===== src/sv/id3m_pkg.sv =====
// Shared types, constants and functions of the split entropy merit block.
package id3m_pkg;

  localparam int COUNT_BITS_DEF = 16;
  localparam int LOG_FRAC       = 24;
  localparam int MERIT_BITS     = 17;
  localparam int NUM_SLOTS      = 10;
  localparam int NUM_ATTR       = 4;
  localparam int QUEUE_DEPTH    = 2;
  localparam int SLOT_BITS      = $clog2(NUM_SLOTS);

  localparam logic [MERIT_BITS-1:0] MERIT_MAX = '1;

  localparam logic [1:0] ATTR_OUTLOOK     = 2'd0;
  localparam logic [1:0] ATTR_TEMPERATURE = 2'd1;
  localparam logic [1:0] ATTR_HUMIDITY    = 2'd2;
  localparam logic [1:0] ATTR_WIND        = 2'd3;

  localparam logic [1:0] OUTLOOK_UNREC  = 2'd3;
  localparam logic [1:0] TEMP_UNREC     = 2'd3;
  localparam logic [1:0] HUMIDITY_UNREC = 2'd2;

  localparam logic [SLOT_BITS-1:0] SLOT_OUTLOOK = SLOT_BITS'(0);
  localparam logic [SLOT_BITS-1:0] SLOT_TEMP    = SLOT_BITS'(3);
  localparam logic [SLOT_BITS-1:0] SLOT_HUM     = SLOT_BITS'(6);
  localparam logic [SLOT_BITS-1:0] SLOT_WINDY   = SLOT_BITS'(8);
  localparam logic [SLOT_BITS-1:0] SLOT_CALM    = SLOT_BITS'(9);

  typedef struct packed {
    logic [1:0] outlook;
    logic [1:0] temperature;
    logic [1:0] humidity;
    logic       windy;
    logic       positive_class;
    logic       last_record;
  } rec_t;

  typedef struct packed {
    logic [1:0]            attribute;
    logic [MERIT_BITS-1:0] merit;
    logic [1:0]            best_attribute;
    logic                  last_result;
  } res_t;

  function automatic logic [SLOT_BITS-1:0] slot_base(input logic [1:0] attr);
    logic [SLOT_BITS-1:0] b;
    case (attr)
      ATTR_OUTLOOK:     b = SLOT_OUTLOOK;
      ATTR_TEMPERATURE: b = SLOT_TEMP;
      ATTR_HUMIDITY:    b = SLOT_HUM;
      default:          b = SLOT_WINDY;
    endcase
    return b;
  endfunction

  function automatic logic [1:0] slot_last(input logic [1:0] attr);
    logic [1:0] l;
    case (attr)
      ATTR_OUTLOOK:     l = 2'd2;
      ATTR_TEMPERATURE: l = 2'd2;
      default:          l = 2'd1;
    endcase
    return l;
  endfunction

endpackage


===== src/sv/id3m_front.sv =====
// Input side: takes records off the stream into a two-entry queue.
module id3m_front
  import id3m_pkg::*;
(
  input  logic clk,
  input  logic rst_n,
  input  logic in_valid,
  output logic in_ready,
  input  rec_t in_rec,
  output rec_t rec,
  output logic rec_valid,
  input  logic rec_pop
);

  localparam int PW = $clog2(QUEUE_DEPTH);

  rec_t            q_r [QUEUE_DEPTH];
  logic [PW-1:0]   wr_r;
  logic [PW-1:0]   rd_r;
  logic [PW:0]     cnt_r;
  logic            push;
  logic            pop;

  assign in_ready  = (cnt_r != (PW+1)'(QUEUE_DEPTH));
  assign rec_valid = (cnt_r != '0);
  assign rec       = q_r[rd_r];
  assign push      = in_valid && in_ready;
  assign pop       = rec_pop && rec_valid;

  always_ff @(posedge clk) begin
    if (push) begin
      q_r[wr_r] <= in_rec;
    end
  end

  always_ff @(posedge clk) begin
    if (!rst_n) begin
      wr_r  <= '0;
      rd_r  <= '0;
      cnt_r <= '0;
    end else begin
      if (push) begin
        wr_r <= (wr_r == PW'(QUEUE_DEPTH-1)) ? '0 : wr_r + 1'b1;
      end
      if (pop) begin
        rd_r <= (rd_r == PW'(QUEUE_DEPTH-1)) ? '0 : rd_r + 1'b1;
      end
      if (push && !pop) begin
        cnt_r <= cnt_r + 1'b1;
      end else if (pop && !push) begin
        cnt_r <= cnt_r - 1'b1;
      end
    end
  end

endmodule


===== src/sv/id3m_log2.sv =====
// Fixed-point base-two logarithm by normalisation and repeated squaring.
module id3m_log2
  import id3m_pkg::*;
#(
  parameter int XW = COUNT_BITS_DEF + 1
) (
  input  logic                             clk,
  input  logic                             rst_n,
  input  logic                             start,
  input  logic [XW-1:0]                    x,
  output logic                             done,
  output logic [$clog2(XW)+LOG_FRAC-1:0]   y
);

  localparam int EW = $clog2(XW);
  localparam int SW = XW + 32;

  typedef enum logic [3:0] {
    L_IDLE = 4'b0001,
    L_NORM = 4'b0010,
    L_SQR  = 4'b0100,
    L_DONE = 4'b1000
  } lst_t;

  lst_t                 state_r;
  logic [SW-1:0]        xs_r;
  logic [EW-1:0]        e_r;
  logic [31:0]          m_r;
  logic [LOG_FRAC-1:0]  frac_r;
  logic [4:0]           it_r;
  logic [63:0]          sq;

  assign sq   = m_r * m_r;
  assign done = (state_r == L_DONE);
  assign y    = {e_r, frac_r};

  always_ff @(posedge clk) begin
    if (!rst_n) begin
      state_r <= L_IDLE;
    end else begin
      case (state_r)
        L_IDLE: begin
          if (start) begin
            xs_r    <= {x, 32'b0};
            e_r     <= EW'(XW-1);
            frac_r  <= '0;
            state_r <= L_NORM;
          end
        end
        L_NORM: begin
          if (xs_r[SW-1]) begin
            m_r     <= xs_r[SW-1 -: 32];
            it_r    <= '0;
            state_r <= L_SQR;
          end else begin
            xs_r <= {xs_r[SW-2:0], 1'b0};
            e_r  <= e_r - 1'b1;
          end
        end
        L_SQR: begin
          if (sq[63]) begin
            m_r    <= sq[63:32];
            frac_r <= {frac_r[LOG_FRAC-2:0], 1'b1};
          end else begin
            m_r    <= sq[62:31];
            frac_r <= {frac_r[LOG_FRAC-2:0], 1'b0};
          end
          it_r <= it_r + 1'b1;
          if (it_r == 5'(LOG_FRAC-1)) begin
            state_r <= L_DONE;
          end
        end
        L_DONE: begin
          state_r <= L_IDLE;
        end
        default: begin
          state_r <= L_IDLE;
        end
      endcase
    end
  end

endmodule


===== src/sv/id3m_div.sv =====
// Restoring divider, one quotient bit per cycle, result saturated to the merit range.
module id3m_div
  import id3m_pkg::*;
#(
  parameter int DW = 64,
  parameter int NW = COUNT_BITS_DEF + 8
) (
  input  logic                  clk,
  input  logic                  rst_n,
  input  logic                  start,
  input  logic [DW-1:0]         dividend,
  input  logic [NW-1:0]         divisor,
  output logic                  done,
  output logic [MERIT_BITS-1:0] q
);

  localparam int CW = $clog2(DW + 1);

  logic [DW-1:0] quo_r;
  logic [NW-1:0] rem_r;
  logic [NW-1:0] d_r;
  logic [CW-1:0] cnt_r;
  logic          busy_r;
  logic          done_r;
  logic [NW:0]   trial;
  logic          fits;

  assign trial = {rem_r, quo_r[DW-1]};
  assign fits  = (trial >= {1'b0, d_r});
  assign done  = done_r;
  assign q     = (|quo_r[DW-1:MERIT_BITS]) ? MERIT_MAX : quo_r[MERIT_BITS-1:0];

  always_ff @(posedge clk) begin
    if (!rst_n) begin
      busy_r <= 1'b0;
      done_r <= 1'b0;
    end else begin
      done_r <= 1'b0;
      if (start && !busy_r) begin
        quo_r  <= dividend;
        rem_r  <= '0;
        d_r    <= divisor;
        cnt_r  <= CW'(DW);
        busy_r <= 1'b1;
      end else if (busy_r) begin
        rem_r <= fits ? NW'(trial - {1'b0, d_r}) : trial[NW-1:0];
        quo_r <= {quo_r[DW-2:0], fits};
        cnt_r <= cnt_r - 1'b1;
        if (cnt_r == CW'(1)) begin
          busy_r <= 1'b0;
          done_r <= 1'b1;
        end
      end
    end
  end

endmodule


===== src/sv/id3m_back.sv =====
// Record counters, entropy sequencer and result register.
module id3m_back
  import id3m_pkg::*;
#(
  parameter int COUNT_BITS = COUNT_BITS_DEF
) (
  input  logic clk,
  input  logic rst_n,
  input  rec_t rec,
  input  logic rec_valid,
  output logic rec_pop,
  output res_t out_data,
  output logic out_valid,
  input  logic out_ready
);

  localparam int XW = COUNT_BITS + 1;
  localparam int EW = $clog2(XW);
  localparam int LW = EW + LOG_FRAC;
  localparam int PW = COUNT_BITS + LW;
  localparam int SW = PW + 3;
  localparam int DW = SW + 1;
  localparam int NW = COUNT_BITS + 8;
  localparam logic [COUNT_BITS-1:0] CMAX = '1;

  typedef enum logic [6:0] {
    S_IDLE = 7'b0000001,
    S_SLOT = 7'b0000010,
    S_LOG  = 7'b0000100,
    S_ACC  = 7'b0001000,
    S_NEXT = 7'b0010000,
    S_DIV  = 7'b0100000,
    S_EMIT = 7'b1000000
  } st_t;

  typedef enum logic [1:0] {
    W_A = 2'd0,
    W_P = 2'd1,
    W_N = 2'd2
  } which_t;

  st_t                     state_r;
  which_t                  which_r;
  logic [COUNT_BITS-1:0]   pos_r [NUM_SLOTS];
  logic [COUNT_BITS-1:0]   neg_r [NUM_SLOTS];
  logic [COUNT_BITS-1:0]   total_r;
  logic [1:0]              attr_r;
  logic [SLOT_BITS-1:0]    slot_r;
  logic [1:0]              scnt_r;
  logic [LW-1:0]           la_r;
  logic [PW-1:0]           prod_r;
  logic [SW-1:0]           sum_r;
  logic [MERIT_BITS-1:0]   merit_r [NUM_ATTR];
  logic [1:0]              best_r;
  logic [MERIT_BITS-1:0]   bestm_r;
  logic [1:0]              emit_r;
  logic                    log_start_r;
  logic [XW-1:0]           log_x_r;
  logic                    div_start_r;
  logic [DW-1:0]           div_n_r;
  logic [NW-1:0]           div_d_r;
  logic                    out_valid_r;
  res_t                    out_data_r;

  logic [NUM_SLOTS-1:0]    hit;
  logic [COUNT_BITS-1:0]   p;
  logic [COUNT_BITS-1:0]   n;
  logic [XW-1:0]           a;
  logic [COUNT_BITS-1:0]   c;
  logic [LW-1:0]           diff;
  logic [PW-1:0]           mul;
  logic                    log_done;
  logic [LW-1:0]           log_y;
  logic                    div_done;
  logic [MERIT_BITS-1:0]   div_q;

  assign p         = pos_r[slot_r];
  assign n         = neg_r[slot_r];
  assign a         = {1'b0, p} + {1'b0, n};
  assign c         = (which_r == W_P) ? p : n;
  assign diff      = la_r - log_y;
  assign mul       = PW'(c) * PW'(diff);
  assign rec_pop   = (state_r == S_IDLE) && rec_valid;
  assign out_valid = out_valid_r;
  assign out_data  = out_data_r;

  always_comb begin
    hit = '0;
    if (rec.outlook != OUTLOOK_UNREC) begin
      hit[SLOT_OUTLOOK + SLOT_BITS'(rec.outlook)] = 1'b1;
    end
    if (rec.temperature != TEMP_UNREC) begin
      hit[SLOT_TEMP + SLOT_BITS'(rec.temperature)] = 1'b1;
    end
    if (rec.humidity < HUMIDITY_UNREC) begin
      hit[SLOT_HUM + SLOT_BITS'(rec.humidity)] = 1'b1;
    end
    hit[rec.windy ? SLOT_WINDY : SLOT_CALM] = 1'b1;
  end

  id3m_log2 #(
    .XW (XW)
  ) u_log (
    .clk   (clk),
    .rst_n (rst_n),
    .start (log_start_r),
    .x     (log_x_r),
    .done  (log_done),
    .y     (log_y)
  );

  id3m_div #(
    .DW (DW),
    .NW (NW)
  ) u_div (
    .clk      (clk),
    .rst_n    (rst_n),
    .start    (div_start_r),
    .dividend (div_n_r),
    .divisor  (div_d_r),
    .done     (div_done),
    .q        (div_q)
  );

  always_ff @(posedge clk) begin
    if (!rst_n) begin
      state_r     <= S_IDLE;
      which_r     <= W_A;
      log_start_r <= 1'b0;
      div_start_r <= 1'b0;
      out_valid_r <= 1'b0;
      total_r     <= '0;
      for (int s = 0; s < NUM_SLOTS; s++) begin
        pos_r[s] <= '0;
        neg_r[s] <= '0;
      end
    end else begin
      log_start_r <= 1'b0;
      div_start_r <= 1'b0;
      if (out_valid_r && out_ready) begin
        out_valid_r <= 1'b0;
      end
      case (state_r)
        S_IDLE: begin
          if (rec_valid) begin
            if (total_r != CMAX) begin
              total_r <= total_r + 1'b1;
            end
            for (int s = 0; s < NUM_SLOTS; s++) begin
              if (hit[s] && rec.positive_class && pos_r[s] != CMAX) begin
                pos_r[s] <= pos_r[s] + 1'b1;
              end
              if (hit[s] && !rec.positive_class && neg_r[s] != CMAX) begin
                neg_r[s] <= neg_r[s] + 1'b1;
              end
            end
            if (rec.last_record) begin
              attr_r  <= ATTR_OUTLOOK;
              slot_r  <= slot_base(ATTR_OUTLOOK);
              scnt_r  <= '0;
              sum_r   <= '0;
              state_r <= S_SLOT;
            end
          end
        end
        S_SLOT: begin
          if (a == '0) begin
            state_r <= S_NEXT;
          end else begin
            log_start_r <= 1'b1;
            log_x_r     <= a;
            which_r     <= W_A;
            state_r     <= S_LOG;
          end
        end
        S_LOG: begin
          if (log_done) begin
            if (which_r == W_A) begin
              la_r        <= log_y;
              log_start_r <= 1'b1;
              if (p != '0) begin
                which_r <= W_P;
                log_x_r <= {1'b0, p};
              end else begin
                which_r <= W_N;
                log_x_r <= {1'b0, n};
              end
            end else begin
              prod_r  <= (la_r > log_y) ? mul : '0;
              state_r <= S_ACC;
            end
          end
        end
        S_ACC: begin
          sum_r <= sum_r + SW'(prod_r);
          if (which_r == W_P && n != '0) begin
            which_r     <= W_N;
            log_start_r <= 1'b1;
            log_x_r     <= {1'b0, n};
            state_r     <= S_LOG;
          end else begin
            state_r <= S_NEXT;
          end
        end
        S_NEXT: begin
          if (scnt_r == slot_last(attr_r)) begin
            div_start_r <= 1'b1;
            div_n_r     <= DW'(sum_r) + (DW'(total_r) << 7);
            div_d_r     <= {total_r, 8'b0};
            state_r     <= S_DIV;
          end else begin
            slot_r  <= slot_r + 1'b1;
            scnt_r  <= scnt_r + 1'b1;
            state_r <= S_SLOT;
          end
        end
        S_DIV: begin
          if (div_done) begin
            merit_r[attr_r] <= div_q;
            if (attr_r == ATTR_OUTLOOK || div_q < bestm_r) begin
              best_r  <= attr_r;
              bestm_r <= div_q;
            end
            if (attr_r == ATTR_WIND) begin
              emit_r  <= ATTR_OUTLOOK;
              state_r <= S_EMIT;
            end else begin
              attr_r  <= attr_r + 1'b1;
              slot_r  <= slot_base(attr_r + 1'b1);
              scnt_r  <= '0;
              sum_r   <= '0;
              state_r <= S_SLOT;
            end
          end
        end
        S_EMIT: begin
          if (!out_valid_r || out_ready) begin
            out_valid_r                <= 1'b1;
            out_data_r.attribute       <= emit_r;
            out_data_r.merit           <= merit_r[emit_r];
            out_data_r.best_attribute  <= best_r;
            out_data_r.last_result     <= (emit_r == ATTR_WIND);
            emit_r                     <= emit_r + 1'b1;
            if (emit_r == ATTR_WIND) begin
              total_r <= '0;
              for (int s = 0; s < NUM_SLOTS; s++) begin
                pos_r[s] <= '0;
                neg_r[s] <= '0;
              end
              state_r <= S_IDLE;
            end
          end
        end
        default: begin
          state_r <= S_IDLE;
        end
      endcase
    end
  end

endmodule


===== src/sv/id3_split_entropy_merit.sv =====
// Records are counted at one per cycle behind a two-entry input queue, so the block takes a
// new record every cycle while it is counting. The record marked last starts the merit
// sequence: for each category with records, the shared logarithm unit is run for the category
// total and for each non-zero class count, and each attribute then needs one restoring
// division. The four results then leave in attribute order, after which the next run's
// records are taken again.
module id3_split_entropy_merit
  import id3m_pkg::*;
#(
  parameter int COUNT_BITS = COUNT_BITS_DEF
) (
  input  logic        clk,
  input  logic        rst_n,
  input  logic        in_tvalid,
  output logic        in_tready,
  input  logic [7:0]  in_tdata,   // outlook[1:0], temperature[3:2], humidity[5:4],
                                  // windy[6], positive_class[7]
  input  logic        in_tlast,
  output logic        out_tvalid,
  input  logic        out_tready,
  output logic [23:0] out_tdata,  // attribute[1:0], merit[18:2], best_attribute[20:19],
                                  // zero[23:21]
  output logic        out_tlast
);

  rec_t in_rec;
  rec_t rec;
  logic rec_valid;
  logic rec_pop;
  res_t res;

  assign in_rec.outlook        = in_tdata[1:0];
  assign in_rec.temperature    = in_tdata[3:2];
  assign in_rec.humidity       = in_tdata[5:4];
  assign in_rec.windy          = in_tdata[6];
  assign in_rec.positive_class = in_tdata[7];
  assign in_rec.last_record    = in_tlast;

  id3m_front u_front (
    .clk       (clk),
    .rst_n     (rst_n),
    .in_valid  (in_tvalid),
    .in_ready  (in_tready),
    .in_rec    (in_rec),
    .rec       (rec),
    .rec_valid (rec_valid),
    .rec_pop   (rec_pop)
  );

  id3m_back #(
    .COUNT_BITS (COUNT_BITS)
  ) u_back (
    .clk       (clk),
    .rst_n     (rst_n),
    .rec       (rec),
    .rec_valid (rec_valid),
    .rec_pop   (rec_pop),
    .out_data  (res),
    .out_valid (out_tvalid),
    .out_ready (out_tready)
  );

  assign out_tdata = {3'b000, res.best_attribute, res.merit, res.attribute};
  assign out_tlast = res.last_result;

endmodule


===== config.mk =====
export PLATFORM = sky130hd
export DESIGN_NAME = id3_split_entropy_merit
export DESIGN_NICKNAME = d
export VERILOG_FILES = /design/src/sv/id3m_pkg.sv /design/src/sv/id3m_front.sv /design/src/sv/id3m_log2.sv /design/src/sv/id3m_div.sv /design/src/sv/id3m_back.sv /design/src/sv/id3_split_entropy_merit.sv
export SDC_FILE = /design/constraint.sdc
export NUM_CORES = 2
export LEC_CHECK = 0
export ABC_AREA = 1
export BUFFER_PORTS_ARGS = -buffer_cell sky130_fd_sc_hd__buf_2
export CORE_MARGIN = 3
export CORE_UTILIZATION = 55
export CTS_BUF_LIST = sky130_fd_sc_hd__clkbuf_8
export DETAILED_ROUTE_END_ITERATION = 12
export PLACE_DENSITY_LB_ADDON = 0.3
export SLEW_MARGIN = 20
export SYNTH_ARGS = -nofsm -noshare
export SYNTH_HDL_FRONTEND = slang
export SYNTH_SLANG_ARGS = --single-unit

===== constraint.sdc =====
create_clock -name clk -period 10.69 [get_ports clk]
set_input_delay 3.207 -clock clk [delete_from_list [all_inputs] [get_ports clk]]
set_output_delay 3.207 -clock clk [all_outputs]
set_load 0.1 [all_outputs]

# After elaboration in Yosys (flattened, before gate mapping)
# Memory sizes are Yosys's and may differ from the RTL's. A register that Yosys moved wholly into a read port is not among the register bits.
# Index checks and enable logic that the tools add are counted.
dict set report totals {
  regBits 486
  latch_bits 0
  ram_bits 406
  mem_bits_ro 0
  input_bits 13
  out_inout_bits 27
  word_cells 570
  memories 4
}
dict set report classes {
  n_addsub 39
  mul 2
  n_div 0
  order_cmp 12
  eq_ne 62
  shifts 0
  mux 267
  bitwise 46
  reduce_logical 101
}
# name depth word_bits rd rd_clocked_by_memory_dff write_ports line
set mem_list {}
lappend mem_list {u_back.neg_r 10 16 11 1 10 id3m_back.sv:45} ;# logic [COUNT_BITS-1:0] neg_r [NUM_SLOTS];
lappend mem_list {u_back.pos_r 10 16 11 1 10 id3m_back.sv:44} ;# logic [COUNT_BITS-1:0] pos_r [NUM_SLOTS];
lappend mem_list {u_back.merit_r 4 17 1 1 1 id3m_back.sv:53} ;# logic [MERIT_BITS-1:0] merit_r [NUM_ATTR];
lappend mem_list {u_front.q_r 2 9 1 1 1 id3m_front.sv:17} ;# rec_t q_r [QUEUE_DEPTH];
# cell count
set ops {}
lappend ops {{$mux 16} 46}
lappend ops {{$add 16x1->16 const B} 21}
lappend ops {{$ne 16x16->1 const B} 21}
lappend ops {{$mux 49} 4}
lappend ops {{$mux 48} 4}
lappend ops {{$pmux 48 s3} 1}
lappend ops {{$mux 1} 134}
lappend ops {{$pmux 49 s2} 1}
lappend ops {{$mux 17} 5}
lappend ops {{$mux 24} 3}
lappend ops {{$mul 32x32->64} 1}
lappend ops {{$mux 32} 2}
lappend ops {{$pmux 32 s2} 1}
lappend ops {{$mux 7} 8}
lappend ops {{$logic_and 1x1->1} 52}
lappend ops {{$pmux 17 s3} 1}
lappend ops {{$add 48x23->49} 1}
lappend ops {{$pmux 7 s7} 1}
lappend ops {{$add 48x45->48} 1}
lappend ops {{$pmux 24 s2} 1}
lappend ops {{$mul 16x29->45} 1}
lappend ops {{$mux 4} 11}
lappend ops {{$mux 2} 20}
lappend ops {{$or 1x1->1} 40}
lappend ops {{other kinds (68)} 148}

# Logic depth before layout (Yosys ltp)
dict set report depth {
  word_depth 19
  ltp_mapped 44
  ltp_nobuf 40
}

# By module
# A second synthesis with hierarchy kept.
dict set report unflattened {
  cells_unflattened 12015
  hier_area_um2 99405.3
}
# mod n_inst cells_each area_each_um2 seq_area_each_um2
set by_module_without_submodules {}
lappend by_module_without_submodules {id3m_back 1 6612 55205.4 19949.1}
lappend by_module_without_submodules {id3m_log2 1 4527 36924.2 3473.3}
lappend by_module_without_submodules {id3m_div 1 807 6344.8 3133.0}
lappend by_module_without_submodules {id3m_front 1 65 904.6 640.6}
lappend by_module_without_submodules {id3_split_entropy_merit 1 4 26.3 0.0}

# Least setup slack after synthesis
# No wires, ideal clock.
dict set report synth_timing {
  path_kind {input-to-reg}
  startpoint {input port rst_n}
  endpoint {register u_back.u_div.cnt_r[0] (enable)}
  setup_time_ns 0.626
  t_arrival_ns 9.362
  required_ns 10.064
  slack_ns 0.703
  stages 4
  path_buffers 2
  cell_sequence {buf_2 -> clkinv_1 -> clkbuf_1 -> o21ai_0}
}
dict set report synth_via {
  elab_chain_len 1
}
# item line
set synth_lines {}
lappend synth_lines {{from (decl)} id3_split_entropy_merit.sv:13} ;# input logic rst_n,
lappend synth_lines {{$reduce_and 2->1 (no source line)} n/a}
lappend synth_lines {{to (signal assigned)} id3m_div.sv:43} ;# cnt_r <= CW'(DW);
lappend synth_lines {{to (signal assigned)} id3m_div.sv:48} ;# cnt_r <= cnt_r - 1'b1;
lappend synth_lines {{to (decl)} id3m_div.sv:22} ;# logic [CW-1:0] cnt_r;
# No other way between the ends.
# A chain may end at the register's enable or synchronous reset.

==> results_dict.tcl <==
set metrics [dict create \
    cts.reportedPaths.clkPinSlew_ps 70 \
    drv_slew 0 \
    critical_path_buf_inv_count 7 \
    worst_ep_arrival_time_ps 10000 \
    hold_violations 0 \
    tns_ps 0 \
    design.core.area_mm2 0.173 \
    max_freq_mhz 106 \
    dpl_cell_area_mm2 0.0990 \
    cts_tree "yes" \
    design_area_mm2 0.102 \
    synth_mux_area_share_pct 0.0208 \
    skew_ps 68.6 \
    relSlewSlack_pct 26.0 \
    die-area_mm2 0.180 \
    yosys.area.top_type "edfxtp_1" \
    synth-simple-area-share_pct 18.8 \
    worst_pin_slew_ps 1110 \
    synth_top_area_share_pct 27.1 \
    synth-xor-area-share_pct 2.09 \
    grt_pass1_wl_mm 425 \
    die_w_um 424 \
    cp-start-kind "flip-flop" \
    core.rowCount 152 \
    cts_root_buffer "clkbuf_8" \
    synth_top_family_by_area "adder cells" \
    antenna_found_initial 3 \
    hp-class "flip-flop to flip-flop" \
    drive_gt1_share_pct 4.63 \
    outcome "finished clean" \
    drc 0 \
    grt_usage_pct 30.1 \
    dp_worst_setup_slack_ps 1400 \
    drt-wirelength-per-cell_um 19.3 \
    final_common_cell "inv_1" \
    layout_setup_ws_ps 1280 \
    cpPeakStageDelay_ps 950 \
    cp_top_family "adder cells" \
    grt.overflow.total 0 \
    start_util_pct 55.7 \
    async_reset_ff_share_pct 0 \
    ys_warn_count 0 \
    required_ps 11280 \
    globalplace.congestion 1.05 \
    htree_levels 4 \
    layout_common_cells "inv_1, nand2_1, fa_1" \
    clkSinkCount 912 \
    ys.flop_type "edfxtp_1" \
    grt_start_max_net_pins 189 \
    ys_top_cells_by_area "edfxtp_1, fa_1, inv_1, nand2_1, ha_1" \
    dieHeight_um 424 \
    vias 75600 \
    totalWireLength_mm 266 \
    synth-edff-count 869 \
    clk_latency_ps 910 \
    avgViaCountPerCell 5.48 \
    rsz0062_at_grt "no" \
    ios 40 \
    worstPathMaxFanout 188 \
    ys_types 72 \
    area_delta_synth_final_pct 6.12 \
    cts.path.max_buffers 3 \
    drt_iter0_drc 6402 \
    hold_slack_ps 401 \
    postCtsHoldBufs 0 \
    dp_hpwl_mm 209 \
    end_kind "flip-flop" \
    cts-resized-gates 0 \
    final.period_utilization_pct 88.0 \
    grt_pass1_vias 78500 \
    final_nets 13100 \
    io_buffers 36 \
    yosys.area_share.adder_pct 32.3 \
    synth_compound_gate_area_share_pct 7.05 \
    worstSetupPathType "flip-flop to flip-flop" \
    syn_area_per_cell_um2 8.46 \
    synth_area_mm2 0.0962 \
    postRouteAntennaNets 0 \
    crit_slowest_cell "clkinv_1" \
    setup_viol 0 \
    max_cap_viol_count 0 \
    fin_crit_ps 9410 \
    cts_buffers 153 \
    netlist_instances 11400 \
    ys_seq_area_share_pct 28.0 \
    ys_seq_elements 912 \
    postCtsSetupRepairBufs 0 \
    dr.pass1.iters 6 \
]
[state kept, by name, summed over array words and instances (netlist names), 24 cells and up, named ones only]
register             count
u_back.div_n_r          49
u_back.u_log.m_r        32
u_back.sum_r            48
u_back.neg_r           160
u_back.u_log.xs_r       47
u_back.pos_r           160
u_back.la_r             29
u_back.merit_r          68
u_back.u_log.frac_r     24
u_back.u_div.rem_r      24
u_back.u_div.quo_r      49
u_back.prod_r           45
[metrics by stage]
step / std cells / utilization (%)
3_3_place_gp: 13500 / 57.3
5_1_grt: 13800 / 59.1
6_report: 13800 / 59.1
4_1_cts: 13800 / 59.1
3_5_place_dp: 13500 / 57.3
2_1_floorplan: 11400 / -
[area by class of cell]
class,count,area (um^2)
Tap cell,2310,2890
Fill cell,15400,70600
Clock buffer,164,2260
Inverter,2628,9870
Sequential cell,912,27000
Multi-Input combinational cell,7511,58200
Antenna cell,2,5.00
Clock inverter,116,816
Timing Repair Buffer,148,1080
[synth_stat cells, types with 11 or more instances]
master,number
inv_2,17
nor3b_1,59
or2_2,72
dfxtp_1,43
nand4_1,66
nor2_1,1107
o211ai_1,57
nor3_1,181
a22o_1,16
ha_1,556
xnor2_1,70
clkbuf_1,202
a211oi_1,12
xor2_1,160
and3_1,16
a21boi_0,11
o21ai_0,355
o21bai_1,42
buf_4,16
clkinv_1,11
buf_2,70
nand3_1,498
nand3b_1,14
edfxtp_1,869
fa_1,1203
nand2_1,2223
o21a_1,35
nor4_1,49
inv_1,2599
a21o_1,34
buf_1,17
o22ai_1,19
a21oi_1,499
a31oi_1,76
[worst register-to-register path, delay by kind of cell (launching register included)]
family	cells	cell delay, ps
flops	1	370
xor+xnor	1	190
compound gates	3	750
fa+ha+maj	7	3540
simple gates	11	2420
buf+inv	7	1870
[path summary, 6_finish.rpt]
path / slack (ps) / endpoint / start / cells past startpoint
setup / recovery: 1280 / u_back.prod_r[39]$_SDFFCE_PP0P_ / flip-flop / 29
hold / removal: 400 / u_back.u_div.d_r[15]$_DFFE_PP_ / u_back.div_d_r[15]$_DFFE_PP_ / 0
setup reg to reg: 1280 / u_back.prod_r[39]$_SDFFCE_PP0P_ / flip-flop / 29
hold reg to reg: 400 / u_back.u_div.d_r[15]$_DFFE_PP_ / u_back.div_d_r[15]$_DFFE_PP_ / 0
[logic make-up after synthesis]
| group | count (synthesis) |
|---|---|
| AO/OA/AOI/OAI | 1194 |
| other | 1 |
| multiplexers | 2 |
| adder cells (fa/ha/maj) | 1759 |
| flip-flops | 912 |
| AND/OR/NAND/NOR | 4322 |
| buffers and inverters | 2944 |
| XOR/XNOR | 230 |
[layer usage]
| layer | wire length (um) | GRT usage [%] | up-vias | share of wire [%] |
|---|---|---|---|---|
| met5 | 12 | 0 | - | 0.0045 |
| met4 | 13400 | 13.5 | 2 | 5.0 |
| met3 | 18600 | 4.58 | 680 | 7.0 |
| met2 | 128000 | 50.4 | 2836 | 48 |
| met1 | 106000 | 38.7 | 36700 | 40 |
| li1 | - | - | 35400 | - |
Power is left out: the tool's default activity adds up to more than one toggle a clock period on the data nets, which glitch-free logic cannot reach.
